==> src/rtl/wireworld_grid_step_core_defines.svh <==
// Assertion macros for the Wireworld grid stepper.
// Used by the top level; expects clk_i and rst_ni in scope.
`ifndef WIREWORLD_GRID_STEP_CORE_DEFINES_SVH
`define WIREWORLD_GRID_STEP_CORE_DEFINES_SVH

// Same-cycle implication, checked out of reset only.
`define WWG_ASSERT_SAME(lbl, ante, cons, msg) \
  lbl: assert property (@(posedge clk_i) disable iff (!rst_ni) (ante) |-> (cons)) \
    else $error(msg);

// Next-cycle implication, checked out of reset only.
`define WWG_ASSERT_NEXT(lbl, ante, cons, msg) \
  lbl: assert property (@(posedge clk_i) disable iff (!rst_ni) (ante) |=> (cons)) \
    else $error(msg);

`endif

==> src/rtl/wwg_pkg.sv <==
// Shared types and constants for the Wireworld grid stepper.
// No dependencies; used by wwg_rule and the top level.
package wwg_pkg;

  localparam int CfgW = 7;
  localparam logic [CfgW-1:0] SizeReset = 7'd64;

  typedef enum logic [1:0] {
    CELL_EMPTY = 2'd0,
    CELL_HEAD  = 2'd1,
    CELL_TAIL  = 2'd2,
    CELL_COND  = 2'd3
  } cell_e;

  typedef enum logic [1:0] {
    ACT_WRITE = 2'd0,
    ACT_READ  = 2'd1,
    ACT_STEP  = 2'd2
  } action_e;

  typedef enum logic {
    REG_GRID_WIDTH  = 1'b0,
    REG_GRID_HEIGHT = 1'b1
  } reg_idx_e;

  typedef struct packed {
    logic [1:0] action;
    logic [5:0] col;
    logic [5:0] row;
    logic [1:0] cell_value;
  } in_t;

  typedef struct packed {
    logic [1:0] read_value;
    logic       coord_error;
  } out_t;

  // Size in use: zero reads as one, anything above the maximum as the maximum.
  function automatic logic [CfgW-1:0] eff_size(logic [CfgW-1:0] size_v, int max_v);
    logic [CfgW-1:0] res;
    if (size_v == '0) begin
      res = CfgW'(1);
    end else if (int'(size_v) > max_v) begin
      res = CfgW'(max_v);
    end else begin
      res = size_v;
    end
    return res;
  endfunction

endpackage

==> src/rtl/wwg_rule.sv <==
// One row of Wireworld update lanes, one lane per column.
// Depends on wwg_pkg for the cell codes.
module wwg_rule #(
  parameter int MAX_WIDTH = 64
) (
  input  logic [2*MAX_WIDTH-1:0]  top_i,
  input  logic [2*MAX_WIDTH-1:0]  mid_i,
  input  logic [2*MAX_WIDTH-1:0]  bot_i,
  input  logic [wwg_pkg::CfgW-1:0] width_i,
  output logic [2*MAX_WIDTH-1:0]  next_o
);

  // Head flags padded by one dead column on each side.
  logic [MAX_WIDTH+1:0] hd_top;
  logic [MAX_WIDTH+1:0] hd_mid;
  logic [MAX_WIDTH+1:0] hd_bot;
  logic [3:0]           cnt [MAX_WIDTH];

  always_comb begin
    hd_top = '0;
    hd_mid = '0;
    hd_bot = '0;
    for (int c = 0; c < MAX_WIDTH; c++) begin
      if (c < int'(width_i)) begin
        hd_top[c+1] = (top_i[2*c +: 2] == wwg_pkg::CELL_HEAD);
        hd_mid[c+1] = (mid_i[2*c +: 2] == wwg_pkg::CELL_HEAD);
        hd_bot[c+1] = (bot_i[2*c +: 2] == wwg_pkg::CELL_HEAD);
      end
    end
  end

  always_comb begin
    next_o = '0;
    for (int c = 0; c < MAX_WIDTH; c++) begin
      cnt[c] = 4'(hd_top[c]) + 4'(hd_top[c+1]) + 4'(hd_top[c+2])
             + 4'(hd_mid[c]) + 4'(hd_mid[c+2])
             + 4'(hd_bot[c]) + 4'(hd_bot[c+1]) + 4'(hd_bot[c+2]);
      if (c < int'(width_i)) begin
        case (mid_i[2*c +: 2])
          wwg_pkg::CELL_HEAD: next_o[2*c +: 2] = wwg_pkg::CELL_TAIL;
          wwg_pkg::CELL_TAIL: next_o[2*c +: 2] = wwg_pkg::CELL_COND;
          wwg_pkg::CELL_COND: begin
            next_o[2*c +: 2] = (cnt[c] == 4'd1 || cnt[c] == 4'd2) ?
                               wwg_pkg::CELL_HEAD : wwg_pkg::CELL_COND;
          end
          default: next_o[2*c +: 2] = wwg_pkg::CELL_EMPTY;
        endcase
      end
    end
  end

endmodule

==> config.mk <==
export PLATFORM = sky130hd
export DESIGN_NAME = wwg_rule
export DESIGN_NICKNAME = d
export VERILOG_FILES = /design/src/rtl/wireworld_grid_step_core_defines.svh /design/src/rtl/wwg_pkg.sv /design/src/rtl/wwg_rule.sv
export SDC_FILE = /design/constraint.sdc
export NUM_CORES = 1
export LEC_CHECK = 0
export BUFFER_PORTS_ARGS = -buffer_cell sky130_fd_sc_hd__buf_4
export CAP_MARGIN = 20
export CORE_AREA = 2 2 205 207
export DETAILED_ROUTE_END_ITERATION = 8
export DIE_AREA = 0 0 207 209
export PLACE_DENSITY_LB_ADDON = 0.1
export SYNTH_ARGS = -nofsm -noshare
export SYNTH_HDL_FRONTEND = slang
export SYNTH_SLANG_ARGS = --single-unit
==> constraint.sdc <==
create_clock -name vclk -period 5.3
set_clock_uncertainty 0.2 [all_clocks]
set_input_delay 0.265 -clock vclk [all_inputs]
set_output_delay 0.265 -clock vclk [all_outputs]
set_load 0.005 [all_outputs]
### Word-level counts from Yosys, hierarchy flattened

Cells that the tools add are included.
W data, S select, Z words.

* flip-flop bits (word level): 0
* input bits: 391
* output and inout port bits: 128
* logic and storage cells: 1401

* $add $sub $neg: 441
* $lt $le $gt $ge: 64
* equal/unequal tests: 448
* muxes and demuxes: 384
* reduce and logical (&&, ||, !) cells: 64

Operators by type and width (number)
* $add A4 B1 Y4: 252
* $eq A2 B1 Y1 const B: 192
* $pmux W2 S3: 64
* $eq A2 B2 Y1 const B: 128
* $eq A4 B1 Y1 const B: 64
* $eq A4 B2 Y1 const B: 64
* $mux W2: 128
* $add A3 B1 Y4: 63
* $lt A6 B7 Y1 const A: 32
* $mux W1: 192
* $add A2 B1 Y3: 63
* $add A1 B1 Y2: 63
* $lt A5 B7 Y1 const A: 16
* $logic_or A1 B1 Y1: 64
* $lt A4 B7 Y1 const A: 8
* $lt A3 B7 Y1 const A: 4
* $lt A1 B7 Y1 const A: 2
* $lt A2 B7 Y1 const A: 2

### Logic depth before layout (Yosys ltp)

Gate-level depths: netlist (run 1).

* depth after elaboration: 14
* gate-level depth with buffers: 18
* depth with buffers taken out: 16

### Worst setup path before layout (run 1)

OpenSTA, ideal clock, no wires.

* path type: input port to output port
* from: input port width_i[0] (netlist name)
* to: output port next_o[61]
* arrival: 4.170 ns
* data required time: 4.835 ns
* setup slack: 0.665 ns
* cell stages on the path: 17
* buffers on the path: 2
* cell sequence: buf_2 and3_1 buf_2 a21oi_1 nor3b_1 inv_1 fa_1 inv_1 fa_1 inv_1 fa_1 inv_1 ha_1 fa_1 xor2_1 and3_1 a211oi_1

* cells in the longest elaborated chain, start to end: 14
* elaborated cells on any way between the ends: 24
* those cells by class: add/sub (7); order compare (3); eq/ne (2); mux (11); reduce/logical (1)

RTL lines
* from (decl): line wwg_rule.sv:9 `input logic [wwg_pkg::CfgW-1:0] width_i,`
* $lt A5 B7 Y1, on equally long branches: line wwg_rule.sv:24, wwg_rule.sv:38
* $mux W1: line wwg_rule.sv:24 `if (c < int'(width_i)) begin`
* $add A1 B1 Y2: line wwg_rule.sv:35 `cnt[c] = 4'(hd_top[c]) + 4'(hd_top[c+1]) + 4'(hd_top[c+2])`
* $add A2 B1 Y3: line wwg_rule.sv:35
* $add A3 B1 Y4: line wwg_rule.sv:36 `+ 4'(hd_mid[c]) + 4'(hd_mid[c+2])`
* $add A4 B1 Y4: line wwg_rule.sv:36
* $add A4 B1 Y4 (3 in series): line wwg_rule.sv:37 `+ 4'(hd_bot[c]) + 4'(hd_bot[c+1]) + 4'(hd_bot[c+2]);`
* $eq A4 B1 Y1 or $eq A4 B2 Y1 (tied branches): line wwg_rule.sv:43 `next_o[2*c +: 2] = (cnt[c] == 4'd1 || cnt[c] == 4'd2) ?`
* $logic_or A1 B1 Y1: line wwg_rule.sv:43
* $mux W2: line wwg_rule.sv:43
* $pmux W2 S3: line wwg_rule.sv:39 `case (mid_i[2*c +: 2])`
* $mux W2 *: line wwg_rule.sv:38 `if (c < int'(width_i)) begin`
* to (decl): line wwg_rule.sv:10 `output logic [2*MAX_WIDTH-1:0] next_o`

Mark *: on every way between the ends. The rest lies on a longest branch, timed or not.

### Worst setup path in the final report (run 1)

* from: input port width_i[3] (netlist name)
* to: output port next_o[121]

* cells in the longest elaborated chain, start to end: 14
* elaborated cells on any way between the ends: 24
* those cells by class: add/sub (7); order compare (3); eq/ne (2); mux (11); reduce/logical (1)

RTL lines (line)
* $lt A6 B7 Y1, on equally long branches: wwg_rule.sv:24, wwg_rule.sv:38
* $mux W1: wwg_rule.sv:24
* $add A1 B1 Y2: wwg_rule.sv:35
* $add A2 B1 Y3: wwg_rule.sv:35
* $add A3 B1 Y4: wwg_rule.sv:36
* $add A4 B1 Y4: wwg_rule.sv:36
* $add A4 B1 Y4 (3 in series): wwg_rule.sv:37
* $eq A4 B1 Y1 or $eq A4 B2 Y1 (tied branches): wwg_rule.sv:43
* $logic_or A1 B1 Y1: wwg_rule.sv:43
* $mux W2: wwg_rule.sv:43
* $pmux W2 S3: wwg_rule.sv:39
* $mux W2 *: wwg_rule.sv:38

Marks and branches as above.

==> impl_metrics.ini, run 1 <==
[run_status]
status = complete, no violations

[sta]
rsz0062_at_grt = false
period_needed_ps = 5039
setup_tns_ps = 0
slew_headroom_pct = 37.97
worstMarginPinSlew_ps = 928.4
final.period_utilization_pct = 95.07
hold_viol = 0
max_freq_ghz = 0.1985
fin_ws_ps = 261.2
slew_viol_final = 0
setup_violations = 0

[synthesis]
yosysTopAreaCellShare_pct = 35.61
avgSynthCellArea_um2 = 8.893
netlist_instances = 1593
yosysWarnings = 0
syn-cell-area_um2 = 14170
syn_nets = 2424
synth_area_leaders = fa_1 (36%), ha_1 (17%), inv_1 (7.6%)
ys_seq_area_share_pct = 0
ys_types = 54
synth_top_area_cell = fa_1

[detailed_routing]
m1WireLength_um = 20110
drt_pre_antenna_iters = 4
wl_met3_um = 2286
drtIter0Drc = 491
detail-route-antenna-nets = 0
vias = 13323
wl_per_cell_um = 17.88
drcViolationCount = 0
routed_via_density = 4.922
wl_um = 48410
top_layer_used = met4
met2_length_um = 25030

[critical_path]
worst_setup_path_end_kind = output pin
crit_start = width_i[3]
crit_family = adder cells
crit_path_end = next_o[121]
cp.depth = 18
crit_chain = buf_4, buf_4, and3_2, or2_1, o21ai_4, or3b_1, fa_1, inv_1, fa_1, inv_1, fa_1, inv_1, ha_1, fa_1, xor2_1, and3_1, a211oi_2, buf_4
crit_path_start_kind = primary input
cp_slowest_cell = fa_1
cp.required_ps = 4840
cp.arrival_ps = 4570
slowest_delay_ps = 540
critical_path_buf_inv_count = 6
worst_path_most_repeated_cell = fa_1
worst-setup-path-type = in -> out
cp_max_fo = 11

[global_route]
grt_pass1_vias = 14093
grt_overflow = 0
grt_usage_pct = 21.99
antenna_found_initial = 2
grt_pass1_wl_um = 75820
grt_max_degree = 25

[floorplanning]
fp.dieW_um = 207
io_pins = 519
coreArea_um2 = 41290
die-area_um2 = 43260
die_y_um = 209
start_util_pct = 34.31
rows = 75

[placement]
place_ws_ps = 106.7
dp_hpwl_um = 45560
io_buffer_count = 519
gp_congestion = 0.8760

[clock_tree]
postCtsHoldBufs = 0
postCtsSetupRepairBufs = 0
ctsResizeCount = 0

[power_and_ir_drop]
powerDensity_nw_per_um2 = 128.6
power.leakage_nw = 10.46
max-vdd-ir-drop_v = 0.00005476

[worst_hold_path]
hold_class = in -> out

[final_layout]
area_growth_pct = 35.70
regArea_um2 = 0
final_cell_mix = buf_4 (592), inv_1 (285), fa_1 (252)
final.clkbuf_count = 0
nFlopsAndLatches = 0
nFillCells = 4104
nNetsFinal = 3000
drive_gt1_share_pct = 30.73
final_common_cell = buf_4
multiInputGateArea_um2 = 13010

[run]
drv_cap = 0
[stage by stage]
step / instance area, um^2 / std cells / hold slack, ps / power, mW / utilization, %
final: 19220 / 2707 / 626.3 / 2.472 / 46.56
after global routing: 19220 / 2707 / 642.4 / 2.845 / 46.56
after CTS: 19170 / 2706 / 630.2 / 2.512 / 46.44
after detailed placement: 19170 / 2706 / 629.8 / 2.491 / 46.44
after global placement: 19170 / 2706 / 626.4 / 2.425 / 46.44
after floorplan: 14170 / 1593 / 397.8 / 1.587 / -
[cells in the mapped netlist, drive strengths merged, types with 2 or more instances]
master / count
inv: 285
fa: 252
ha: 188
nor3b: 105
a21oi: 100
nand3b: 78
o21ai: 76
nor2: 71
xor2: 62
nand3: 58
and3: 41
and2: 38
or3b: 35
nor2b: 25
a211oi: 23
nand2: 23
buf: 20
and3b: 15
o2111ai: 15
a41oi: 12
or2: 12
nor3: 10
o211a: 10
a31oi: 7
a21o: 6
a211o: 5
or3: 5
a41o: 2
nand2b: 2
o21bai: 2
o22ai: 2
xnor2: 2
[worst min path at each step]
stage | from | to | slack, ps | cells after the start
global placement | mid_i[127] | next_o[127] | 630 | 3
global route | mid_i[100] | next_o[101] | 640 | 3
floorplan | mid_i[127] | next_o[127] | 400 | 1
CTS | mid_i[100] | next_o[101] | 630 | 3
finish | mid_i[100] | next_o[101] | 630 | 3
detailed placement | mid_i[100] | next_o[101] | 630 | 3
[where the power goes]
| part | total (mW) | switching, mW | internal [mW] |
|---|---|---|---|
| clock | 0.0000000253 | 0 | 0.0000000252 |
| sequential | 0 | 0 | 0 |
| combinational | 2.47 | 1.25 | 1.22 |
| total | 2.47 | 1.25 | 1.22 |
[per-layer routing]
| metal | track usage [%] | vias to the layer above |
|---|---|---|
| met5 | 0 | - |
| met4 | 3.793 | 0 |
| met3 | 2.991 | 40 |
| met2 | 40.75 | 307 |
| met1 | 27.38 | 6414 |
| li1 | - | 6562 |
[cell type report]
class              instances  share of cell area (%)
diodes                     1                 0.01302
inverters                285                   5.565
multi-input cells       1288                   67.68
well taps                539                   3.508
repair buffers           594                   23.23
[logic make-up (layout without fill, tap and decap cells)]
group,count (synthesis),after routing,synth area share [%]
and+or+nand+nor,521,521,23.58
adders and majority gates,440,440,52.21
buffers and inverters,305,879,8.461
AOI/OAI and AO/OA,262,262,11.72
xor gates and xnor gates,64,64,3.957
muxes,1,1,0.07066
other,0,1,0
[worst min-delay path: stages]
cell and delay, ps:
buf_4 90, a41oi_1 80, buf_4 130
No activity file was read; power rests on OpenSTA's default activity.
==> run 2: changes to the inputs <==
- PLACE_DENSITY: default -> 0.58
- PLACE_DENSITY_LB_ADDON: 0.1 -> default
==> run 2 against run 1 <==
  * Die area unchanged
  * First-iteration DRC count decreased by 2.9%
  * Utilization increased by 0.051 points
  * Via count increased by 1.7%
  * Non-clock buffer count is the same
  * Largest power group unchanged
  * Maximum frequency decreased by 1.4%
  * Critical endpoint is now next_o[93]
  * Flip-flop and latch count unchanged
  * Clock-buffer cell count unchanged
  * Setup slack got worse by 70 ps
  * Power rose by 0.70%
  * Design area rose by 0.11%
  * Global-route usage rose by 0.89 points
==> impl_metrics.ini, run 2 (synthesized netlist as in run 1, its figures left out) <==
[run_status]
status = complete, no violations

[final_layout]
nNetsFinal = 3000
regArea_um2 = 0
final.clkbuf_count = 0
nFillCells = 4073
final_common_cell = buf_4
final_cell_mix = buf_4 (592), inv_1 (285), fa_1 (252)
drive_gt1_share_pct = 30.83
area_growth_pct = 35.85
antennaDiodeCount = 0
nFlopsAndLatches = 0
final_core_util_pct = 46.61

[global_route]
antenna_found_initial = 0
grt_overflow = 0
grt_pass1_vias = 14252
grt_pass1_wl_um = 78640
grt_usage_pct = 22.87
grt_max_degree = 24

[power_and_ir_drop]
p_sw_mw = 1.260
p_sw_share_pct = 50.64
power_frac_clock_pct = 0
max-vdd-ir-drop_v = 0.00006645
power.leakage_nw = 10.47
p_int_mw = 1.229
comb_power_share_pct = 100.0
powerDensity_nw_per_um2 = 129.3
p_seq_share_pct = 0
total_power_mw = 2.489

[detailed_routing]
drt_pre_antenna_iters = 4
wl_per_cell_um = 18.54
vias = 13550
drcViolationCount = 0
routed_via_density = 5.007
drtIter0Drc = 477
wl_um = 50170
detail-route-antenna-nets = 0

[sta]
final.period_utilization_pct = 96.39
rsz0062_at_grt = true
worstMarginPinSlew_ps = 861.0
hold_ws_ps = 619.0
setup_tns_ps = 0
slew_viol_final = 0
period_needed_ps = 5109
slew_headroom_pct = 42.47
hold_viol = 0
fin_ws_ps = 191.4
setup_violations = 0
max_freq_ghz = 0.1957

[critical_path]
cp.arrival_ps = 4640
cp_max_fo = 12
worst_setup_path_end_kind = output pin
slowest_delay_ps = 510
worst-setup-path-type = in -> out
cp.required_ps = 4840
crit_chain = buf_4, buf_4, a21o_1, buf_4, nor2_1, nor3b_4, inv_1, fa_1, inv_1, fa_1, inv_1, fa_1, inv_1, ha_1, fa_1, xor2_1, and3_1, a211oi_1, buf_4
cp_slowest_cell = fa_1
crit_path_start_kind = primary input

[floorplanning]
fp.dieW_um = 207
coreArea_um2 = 41290
rows = 75
die-area_um2 = 43260
io_pins = 519
die_y_um = 209
start_util_pct = 34.31

[worst_hold_path]
hold_class = in -> out
hold_end = next_o[127]
min_from = mid_i[127]
hold_path_depth = 3

[placement]
place_ws_ps = 79.72
dp_hpwl_um = 46740
io_buffer_count = 519
gp_congestion = 0.9439

[run]
drv_cap = 0

[clock_tree]
postCtsHoldBufs = 0
run 2: cell types whose count changed in the layout (fill, tap and decap cells not counted), sizes merged:
cell / previous run / this run
diode: 1 / 0
run 2: power by group through the flow:
stage / logic [mW] / registers [mW] / clock network (mW)
2_1_floorplan: 1.59 / 0 / 0
3_5_place_dp: 2.49 / 0 / 0
5_1_grt: 2.85 / 0 / 0
3_3_place_gp: 2.42 / 0 / 0
4_1_cts: 2.51 / 0 / 0
6_report: 2.49 / 0 / 0
run 2: metal layers:
metal / vias to the layer above / share of wire (%) / track usage (%)
met5: - / 0 / 0
met3: 42 / 5.5 / 3.562
met4: 0 / 1.7 / 3.153
met1: 6575 / 41 / 28.24
met2: 375 / 52 / 42.74
li1: 6558 / - / -
run 2: layout make-up:
class	instances	area, um^2	share of cell area [%]
inverters	285	1070	5.558
repair buffers	594	4467	23.21
multi-input cells	1288	13040	67.73
well taps	539	674.4	3.504
run 2: metrics by stage:
stage | cells | area [um^2]
after floorplan | 1593 | 14170
final | 2706 | 19250
after global routing | 2706 | 19250
after detailed placement | 2704 | 19160
after CTS | 2704 | 19160
after global placement | 2704 | 19160
run 2: worst max-delay path: cells and delay by family:
kind            cells  cell delay [ps]
fa+ha+maj           5             2130
buf+inv             8              990
simple gates        3              560
compound gates      2              540
xor+xnor            1              150
run 2: how the worst max path moves through the flow:
stage                    start     endpoint  slack, ps  cells after the start
CTS                 width_i[1]  next_o[109]         60                     17
finish              width_i[5]   next_o[93]        190                     19
floorplan           width_i[0]   next_o[61]        670                     17
global placement    width_i[1]  next_o[109]         90                     17
detailed placement  width_i[1]  next_o[109]         80                     17
global route        width_i[5]   next_o[87]        -30                     15
run 2: timing repair:
item,4_1_cts,5_1_grt
endpoints found under the setup margin,0,16
resized for setup,0,17
setup buffers,0,2
